[config.mk]
export PLATFORM = sky130hd
export DESIGN_NAME = wlrr_ctrl
export DESIGN_NICKNAME = d
export VERILOG_FILES = /design/src/sv/wlrr_pkg.sv /design/src/sv/wlrr_ctrl.sv
export VERILOG_INCLUDE_DIRS = /design/src /design/src/sv
export SDC_FILE = /design/constraint.sdc
export NUM_CORES = 1
export LEC_CHECK = 0
export ABC_CLOCK_PERIOD_IN_PS = 3970
export BUFFER_PORTS_ARGS = -buffer_cell sky130_fd_sc_hd__buf_2
export CORE_AREA = 2 2 225 227
export CTS_BUF_LIST = sky130_fd_sc_hd__clkbuf_16
export CTS_CLUSTER_DIAMETER = 50
export DETAILED_ROUTE_END_ITERATION = 10
export DIE_AREA = 0 0 227 229
export PLACE_DENSITY = 0.51
export SYNTH_ARGS = -nofsm -noshare
export SYNTH_HDL_FRONTEND = slang
export SYNTH_SLANG_ARGS = --single-unit
[constraint.sdc]
create_clock -name clk -period 3.97 [get_ports clk]
set_clock_uncertainty 0.15 [all_clocks]
set_input_delay 0.794 -clock clk [delete_from_list [all_inputs] [get_ports clk]]
set_output_delay 0.794 -clock clk [all_outputs]
set_load 0.01 [all_outputs]
[src/sv/wear_leveled_record_ring_top_assert.svh]
// assertion macros used by the record ring sequencer (wlrr_ctrl)
// expects clk and arst_n in the scope of use
`ifndef WEAR_LEVELED_RECORD_RING_TOP_ASSERT_SVH
`define WEAR_LEVELED_RECORD_RING_TOP_ASSERT_SVH

// condition holds at every edge out of reset
`define WLRR_ASSERT_ALWAYS(lbl, cond, msg) \
	lbl: assert property (@(posedge clk) disable iff (!arst_n) (cond)) else $error(msg);

// consequent holds in the same cycle
`define WLRR_ASSERT_IMPL(lbl, ante, cons, msg) \
	lbl: assert property (@(posedge clk) disable iff (!arst_n) (ante) |-> (cons)) \
		else $error(msg);

// consequent holds in the cycle after the antecedent
`define WLRR_ASSERT_NEXT(lbl, ante, cons, msg) \
	lbl: assert property (@(posedge clk) disable iff (!arst_n) (ante) |=> (cons)) \
		else $error(msg);

`endif

[src/sv/wlrr_pkg.sv]
// shared types and constants of the wear-leveled record ring
// no dependencies
package wlrr_pkg;

	localparam int DATA_W = 64;

	localparam logic [1:0] CFG_REGION_BASE  = 2'd0;
	localparam logic [1:0] CFG_REGION_BYTES = 2'd1;
	localparam logic [1:0] CFG_RECORD_BYTES = 2'd2;

	localparam logic CMD_READ  = 1'b0;
	localparam logic CMD_WRITE = 1'b1;

	localparam logic [7:0] MARK_ERASED = 8'hff;
	localparam logic [7:0] MARK_WRAP   = 8'hfe;

	localparam logic [9:0]  RST_REGION_BASE  = 10'd0;
	localparam logic [10:0] RST_REGION_BYTES = 11'd1024;
	localparam logic [3:0]  RST_RECORD_BYTES = 4'd8;

	typedef struct packed {
		logic [9:0]  region_base;
		logic [10:0] region_bytes;
		logic [3:0]  record_bytes;
	} cfg_t;

	typedef struct packed {
		logic              found;
		logic [DATA_W-1:0] read_data;
		logic [9:0]        slot_offset;
	} result_t;

endpackage

[src/sv/wlrr_ctrl.sv]
// sequencer of the record ring: store clear, mark scan, record transfer, mark commit
// depends on wlrr_pkg and the assertion macro header
`include "wear_leveled_record_ring_top_assert.svh"

module wlrr_ctrl #(
	parameter int STORE_BYTES      = 1024,
	parameter int MAX_RECORD_BYTES = 8
) (
	input  logic                           clk,
	input  logic                           arst_n,
	input  logic                           start,
	input  logic                           cmd,
	input  logic [wlrr_pkg::DATA_W-1:0]    wdata,
	input  logic [3:0]                     count,
	input  wlrr_pkg::cfg_t                 cfg,
	output logic                           ready,
	output logic                           res_valid,
	input  logic                           res_take,
	output wlrr_pkg::result_t              res,
	output logic                           ram_we,
	output logic [$clog2(STORE_BYTES)-1:0] ram_addr,
	output logic [7:0]                     ram_wdata,
	input  logic [7:0]                     ram_rdata
);

	localparam int AW = $clog2(STORE_BYTES);

	typedef enum logic [7:0] {
		ST_CLEAR = 8'b0000_0001,
		ST_IDLE  = 8'b0000_0010,
		ST_PREP  = 8'b0000_0100,
		ST_SCAN  = 8'b0000_1000,
		ST_CALC  = 8'b0001_0000,
		ST_XFER  = 8'b0010_0000,
		ST_MARK  = 8'b0100_0000,
		ST_DONE  = 8'b1000_0000
	} state_t;

	function automatic logic [AW-1:0] addr_add(input logic [AW-1:0] a, input logic [4:0] d);
		logic [AW:0] s;
		s = {1'b0, a} + (AW+1)'(d);
		if (s >= (AW+1)'(STORE_BYTES)) begin
			s = s - (AW+1)'(STORE_BYTES);
		end
		return s[AW-1:0];
	endfunction

	state_t                    state_q;
	logic [AW-1:0]             clr_addr_q;
	logic                      cmd_q;
	logic [wlrr_pkg::DATA_W-1:0] wdata_q;
	logic [3:0]                n_q;
	logic [9:0]                wbase_q;
	logic [AW-1:0]             base_addr_q;

	logic [11:0]               off_q;
	logic [AW-1:0]             iaddr_q;
	logic                      first_q;
	logic                      vld_s1;
	logic                      visit_s1;
	logic [10:0]               off_s1;
	logic [AW-1:0]             addr_s1;
	logic [7:0]                head_q;
	logic                      any_q;
	logic [10:0]               last_q;
	logic [AW-1:0]             last_addr_q;

	logic [3:0]                k_q;
	logic [AW-1:0]             byte_addr_q;
	logic                      rvld_s1;
	logic [2:0]                rk_s1;
	logic [wlrr_pkg::DATA_W-1:0] acc_q;
	logic [7:0]                mark_q;
	logic [AW-1:0]             mark_addr_q;
	logic                      found_q;
	logic [9:0]                slot_q;

	logic [4:0]                stride;
	logic [3:0]                n_min;
	logic [3:0]                n_lim;
	logic                      first_s1;
	logic [7:0]                head_now;
	logic                      scan_stop;
	logic                      scan_more;
	logic                      scan_issue;
	logic                      xfer_issue;
	logic [11:0]               nxt_off;
	logic                      nxt_wrap;
	logic [AW-1:0]             nxt_addr;

	assign stride     = 5'(cfg.record_bytes) + 5'd1;
	assign n_min      = (cfg.record_bytes < count) ? cfg.record_bytes : count;
	assign n_lim      = (n_min > 4'(MAX_RECORD_BYTES)) ? 4'(MAX_RECORD_BYTES) : n_min;

	assign first_s1   = vld_s1 && (off_s1 == 11'd0);
	assign head_now   = first_s1 ? ram_rdata : head_q;
	assign scan_stop  = vld_s1 && (ram_rdata != head_now);
	assign scan_more  = first_q || (off_q < 12'(cfg.region_bytes));
	assign scan_issue = !scan_stop && scan_more;
	assign xfer_issue = k_q < n_q;

	always_comb begin
		nxt_off = any_q ? (12'(last_q) + 12'(stride)) : 12'd0;
		if (nxt_off >= 12'(cfg.region_bytes)) begin
			nxt_off = 12'd0;
		end
		nxt_wrap = (nxt_off == 12'd0);
		nxt_addr = nxt_wrap ? base_addr_q : addr_add(last_addr_q, stride);
	end

	always_comb begin
		ram_we    = 1'b0;
		ram_addr  = iaddr_q;
		ram_wdata = wlrr_pkg::MARK_ERASED;
		case (state_q)
			ST_CLEAR: begin
				ram_we   = 1'b1;
				ram_addr = clr_addr_q;
			end
			ST_XFER: begin
				ram_addr = byte_addr_q;
				if (cmd_q == wlrr_pkg::CMD_WRITE) begin
					ram_we    = xfer_issue;
					ram_wdata = wdata_q[8*k_q[2:0] +: 8];
				end
			end
			ST_MARK: begin
				ram_we    = 1'b1;
				ram_addr  = mark_addr_q;
				ram_wdata = mark_q;
			end
			default: begin
				ram_addr = iaddr_q;
			end
		endcase
	end

	always_ff @(posedge clk or negedge arst_n) begin
		if (!arst_n) begin
			state_q    <= ST_CLEAR;
			clr_addr_q <= '0;
			vld_s1     <= 1'b0;
			rvld_s1    <= 1'b0;
			first_q    <= 1'b0;
		end else begin
			case (state_q)
				ST_CLEAR: begin
					clr_addr_q <= clr_addr_q + AW'(1);
					if (clr_addr_q == AW'(STORE_BYTES - 1)) begin
						state_q <= ST_IDLE;
					end
				end
				ST_IDLE: begin
					if (start) begin
						state_q <= ST_PREP;
					end
				end
				ST_PREP: begin
					if (32'(wbase_q) < STORE_BYTES) begin
						state_q <= ST_SCAN;
						first_q <= 1'b1;
						vld_s1  <= 1'b0;
					end
				end
				ST_SCAN: begin
					vld_s1 <= scan_issue;
					if (scan_issue) begin
						first_q <= 1'b0;
					end
					if (scan_stop || (!vld_s1 && !scan_more)) begin
						state_q <= ST_CALC;
					end
				end
				ST_CALC: begin
					rvld_s1 <= 1'b0;
					if ((cmd_q == wlrr_pkg::CMD_READ) && !any_q) begin
						state_q <= ST_DONE;
					end else begin
						state_q <= ST_XFER;
					end
				end
				ST_XFER: begin
					if (cmd_q == wlrr_pkg::CMD_READ) begin
						rvld_s1 <= xfer_issue;
						if (!xfer_issue && !rvld_s1) begin
							state_q <= ST_DONE;
						end
					end else if (!xfer_issue) begin
						state_q <= ST_MARK;
					end
				end
				ST_MARK: begin
					state_q <= ST_DONE;
				end
				ST_DONE: begin
					if (res_take) begin
						state_q <= ST_IDLE;
					end
				end
				default: begin
					state_q <= ST_IDLE;
				end
			endcase
		end
	end

	always_ff @(posedge clk) begin
		case (state_q)
			ST_IDLE: begin
				cmd_q   <= cmd;
				wdata_q <= wdata;
				n_q     <= n_lim;
				wbase_q <= cfg.region_base;
			end
			ST_PREP: begin
				if (32'(wbase_q) >= STORE_BYTES) begin
					wbase_q <= wbase_q - 10'(STORE_BYTES);
				end else begin
					base_addr_q <= AW'(wbase_q);
					iaddr_q     <= AW'(wbase_q);
					off_q       <= 12'd0;
					any_q       <= 1'b0;
					last_q      <= 11'd0;
					last_addr_q <= AW'(wbase_q);
				end
			end
			ST_SCAN: begin
				visit_s1 <= off_q < 12'(cfg.region_bytes);
				off_s1   <= off_q[10:0];
				addr_s1  <= iaddr_q;
				if (scan_issue) begin
					off_q   <= off_q + 12'(stride);
					iaddr_q <= addr_add(iaddr_q, stride);
				end
				if (vld_s1) begin
					head_q <= head_now;
					if (visit_s1) begin
						if (ram_rdata != wlrr_pkg::MARK_ERASED) begin
							any_q <= 1'b1;
						end
						if (!scan_stop) begin
							last_q      <= off_s1;
							last_addr_q <= addr_s1;
						end
					end
				end
			end
			ST_CALC: begin
				k_q   <= 4'd0;
				acc_q <= '0;
				if (cmd_q == wlrr_pkg::CMD_READ) begin
					found_q     <= any_q;
					slot_q      <= any_q ? last_q[9:0] : 10'd0;
					byte_addr_q <= addr_add(last_addr_q, 5'd1);
				end else begin
					found_q     <= 1'b1;
					slot_q      <= nxt_off[9:0];
					mark_addr_q <= nxt_addr;
					byte_addr_q <= addr_add(nxt_addr, 5'd1);
					if (nxt_wrap) begin
						mark_q <= (head_q != 8'd0) ? 8'd0 : wlrr_pkg::MARK_WRAP;
					end else begin
						mark_q <= head_q;
					end
				end
			end
			ST_XFER: begin
				rk_s1 <= k_q[2:0];
				if (xfer_issue) begin
					k_q         <= k_q + 4'd1;
					byte_addr_q <= addr_add(byte_addr_q, 5'd1);
				end
				if ((cmd_q == wlrr_pkg::CMD_READ) && rvld_s1) begin
					acc_q[8*rk_s1 +: 8] <= ram_rdata;
				end
			end
			default: begin
				k_q <= k_q;
			end
		endcase
	end

	assign ready           = (state_q == ST_IDLE);
	assign res_valid       = (state_q == ST_DONE);
	assign res.found       = found_q;
	assign res.read_data   = acc_q;
	assign res.slot_offset = slot_q;

	`WLRR_ASSERT_IMPL(a_scan_no_write, state_q == ST_SCAN, !ram_we, "store written during scan")
	`WLRR_ASSERT_IMPL(a_xfer_bound, state_q == ST_XFER, k_q <= n_q, "byte count overrun")
	`WLRR_ASSERT_NEXT(a_done_idle, (state_q == ST_DONE) && res_take, state_q == ST_IDLE, "result not retired")
	`WLRR_ASSERT_ALWAYS(a_addr_range, !ram_we || (32'(ram_addr) < STORE_BYTES), "store address out of range")

endmodule
==> summary.txt <==
Critical path
  • CP Class: in2reg
  • Worst reg-to-reg setup slack: -0.48 ns
  • Startpoint types: input port
  • CP startpoint: cfg[0]
  • Register-to-Register Path Depth: 18
  • CP endpoint kind: flip-flop
  • Worst r2r src: last_q[0]
  • Worst endpoint data arrival time: 4.71 ns
  • Critical Path RT: 4.12 ns
  • Crit path capture: byte_addr_q[9]
  • R2r endpoint: byte_addr_q[9]
  • Worst-path fanout max: 5

Job
  • Maxcap violations: 0

Routing
  • Via Count: 10,600
  • Detailed Routing Iterations Pass 1: 5
  • Residual DRC: 0
  • Antenna Nets Post-Route: 0
  • Total Routed Length: 43,200 um
  • Vias per inst: 4.80
  • Starting DRC count in detailed routing: between 600 and 700
  • Drt wl/cell: 19.5 um

STA
  • RSZ-0062 raised after global routing: yes
  • Worst-Margin Slew: between 0.7 and 0.8 ns
  • Max-slew violations: 0
  • Fin. Hold Viols: 0
  • Achievable Freq: 219 MHz
  • Min Tclk post-route: ~4.6 ns
  • Slew HR: 47.7%
  • Period utilization: 115%
  • Final setup fails: 13
  • Worst setup slack after layout: -0.589 ns

Finish
  • # fillers: about 4,900
  • Most frequent cells in the layout: edfxtp_1, buf_2, nor2_1, buf_4, nand2_1
  • Layout cells sized above 1: between 30% and 40%
  • Post-Layout Cell Count: about 2,200
  • Area Growth Syn to Fin: 30.5%
  • Finished Cell Area: 19,300 um^2
  • Layout Nets: 1,678
  • Reg area: 8730 um^2
  • Multi-input logic area: roughly 6000 um^2
  • N_diodes: 0
  • Most common cell after layout, fill and taps aside: edfxtp_1

Clock tree
  • Later-pin clock latency in the skew report: 0.56 ns
  • CTS tree: done
  • Clock Path Buffers: 3
  • Num CTS Buffers: 42
  • Root Buffer: clkbuf_16
  • Clock tree sinks: 294
  • Hold buffers post-CTS: 0
  • Clock slew at reported path FFs: approximately 0.06 ns
  • H-tree depth: 2

Pwr
  • Share of total power consumed by net switching: 30.8%
  • Pint: 8.06 mW
  • Total power: between 10 and 15 mW
  • Gate power share: 27.6%
  • Clock share of power: 32.1%
  • Pwr dens: 604 nW/um^2
  • Sequential fraction of design power: 40.2%
  • Static Leak: 7.96 nW
  • Maximum resistive drop on vdd: 0.349 mV
  • Switch Pwr: 3.59 mW

Floorplan
  • # rows: 82
  • Die height: 229 um
  • Initial core utilization: 29.8%
  • Die Wd: 227 um
  • Core box area: approximately 50,000 um^2
  • # IOs: between 200 and 250
  • Die area: 52,000 um^2

Hold path
  • HP Class: in2async

Outcome
  • Status: finished, violations left
  • Failing checks: negative setup slack

Global route
  • Pin count of the biggest net entering global routing: 80
  • Global-route wire length before repair: 65,200 um
  • GRT Total Usage: 16.6%
  • Met2 Use GR: between 20% and 30%
  • Vias in the first global route: approximately 11,000
  • Total grt overflow: 0
  • Initial antenna violation count: 1
  • Busiest grt layer: met2
  • Met3 Track Usage GR: 2.90%
  • Met1 Use GR: ~23%

Yosys
  • Top_reg_cell synth: edfxtp_1
  • Post-synth top area share: 55.5%
  • Syn Std Cell Area: 14,800 um^2
  • Yosys cell types: 74
  • Synthesized flop and latch total: about 300
  • Synth area leaders: edfxtp_1, ha_1, mux2i_1
  • Syn Area/Cell: 12.4 um^2
  • Post-synth net total: ~1,400
  • Synth Warn #: 0
  • Post-synth EDFFs: ~270
  • Async SR Flop Fraction: 7.14%
  • Mapped Cells: 1,191
  • Register area share after synthesis: between 50% and 60%
  • Dominant cell type by area after synthesis: edfxtp_1

Placement
  • Hpwl dp: 31,100 um
  • GP Congestion: around 0.84
  • IO buf count: 201
  • Placed Instances: 2,105
  • Dpl cell area: roughly 17,000 um^2
## power groups by stage
stage	registers, mW	logic, mW	clock network, mW
final	4.68	3.22	3.74
after global placement	4.73	3.02	0
after detailed placement	4.75	3.04	0
after global routing	4.76	3.55	3.97
after CTS	4.69	3.17	3.84
after floorplan	4.60	1.97	0
## flip-flops by register name (all words and copies together) (netlist names), 10 cells and up
| name | cells |
|---|---|
| acc_q | 64 |
| addr_s1 | 10 |
| base_addr_q | 10 |
| byte_addr_q | 10 |
| clr_addr_q | 10 |
| iaddr_q | 10 |
| last_addr_q | 10 |
| last_q | 11 |
| mark_addr_q | 10 |
| off_q | 12 |
| off_s1 | 11 |
| slot_q | 10 |
| wbase_q | 10 |
| wdata_q | 64 |
## repair_timing
action	in CTS	in global routing
setup endpoints to repair	39	65
resized for setup	25	27
setup buffers	30	10
pin swaps	6	24
## critical path, cell delays in order
cell       delay (ns)
buf_8            0.11
ha_4             0.17
xor2_4           0.28
ha_4             0.27
a21oi_4          0.15
a21oi_2          0.08
nand2b_4         0.15
nand3_4          0.09
xor2_1           0.16
nor2_1           0.06
ha_1             0.29
nand2_1          0.06
nor4_1           0.27
a21oi_1          0.12
o211a_1          0.30
o311ai_4         0.18
mux2i_1          0.31
a21oi_2          0.10
buf_4            0.16
nand4bb_4        0.22
nor4b_4          0.29
xor2_1           0.09
## worst min path at each step
| stage | from | to | slack [ns] | depth (start not counted) |
|---|---|---|---|---|
| detailed placement | wbase_q[2] | base_addr_q[2] | 0.30 | 0 |
| floorplan | wbase_q[0] | base_addr_q[0] | 0.28 | 0 |
| global placement | wbase_q[3] | base_addr_q[3] | 0.30 | 0 |
| finish | arst_n | state_q[2] | 0.07 | 1 |
| global route | arst_n | state_q[2] | 0.08 | 1 |
| CTS | arst_n | state_q[6] | 0.05 | 1 |
## per-layer routing
layer  part of all wire, %  wire length (um)  vias up
li1                      -                 -     5054
met1                    45             19400     5237
met2                    48             20600      277
met3                   4.9              2120       67
met4                   2.5              1060        2
met5                 0.030                13        -
## stage by stage
stage,hold slack [ns],setup TNS (ns),setup WS [ns],utilization [%]
after floorplan,0.276,-7.14,-0.732,-
after global placement,0.300,-23.16,-1.21,35.1
after detailed placement,0.298,-23.86,-1.24,35.1
after CTS,0.0537,-4.05,-0.596,38.5
after global routing,0.0803,-7.84,-0.744,38.8
final,0.0658,-4.63,-0.589,38.8
## area by class of cell
cell class | instances | share of cell area [%]
clock buffer | 45 | 5.84
clock inverter | 30 | 1.41
multi-input combinational | 797 | 31.1
tap | 672 | 4.36
timing repair buffer | 339 | 11.3
sequential | 294 | 45.2
inverter | 39 | 0.778
## kinds of logic after synthesis
| kind of cell | after synthesis | share of synthesized area (%) |
|---|---|---|
| simple gates | 390 | 12.8 |
| flops | 294 | 59.0 |
| compound gates | 198 | 9.04 |
| buf+inv | 100 | 2.76 |
| mux | 96 | 8.03 |
| fa+ha+maj | 59 | 5.20 |
| xor+xnor | 54 | 3.20 |
## cells in the mapped netlist, types with 8 or more instances
cell and instances:
edfxtp_1 273, nor2_1 136, nand2_1 94, a21oi_1 69, mux2i_1 65, ha_1 55, clkbuf_1 49, nand3_1 40
inv_1 37, a21o_1 32, xor2_1 31, o21ai_0 28, xnor2_1 23, and2_1 21, dfrtp_1 20, mux4_2 16
nand4_1 15, mux2_2 13, nand2b_1 12, nor4_1 12, nor3_1 11, nor2b_1 10, a211o_1 9, nor3b_1 9
a22o_1 8
(Power assumes the default switching activity.)
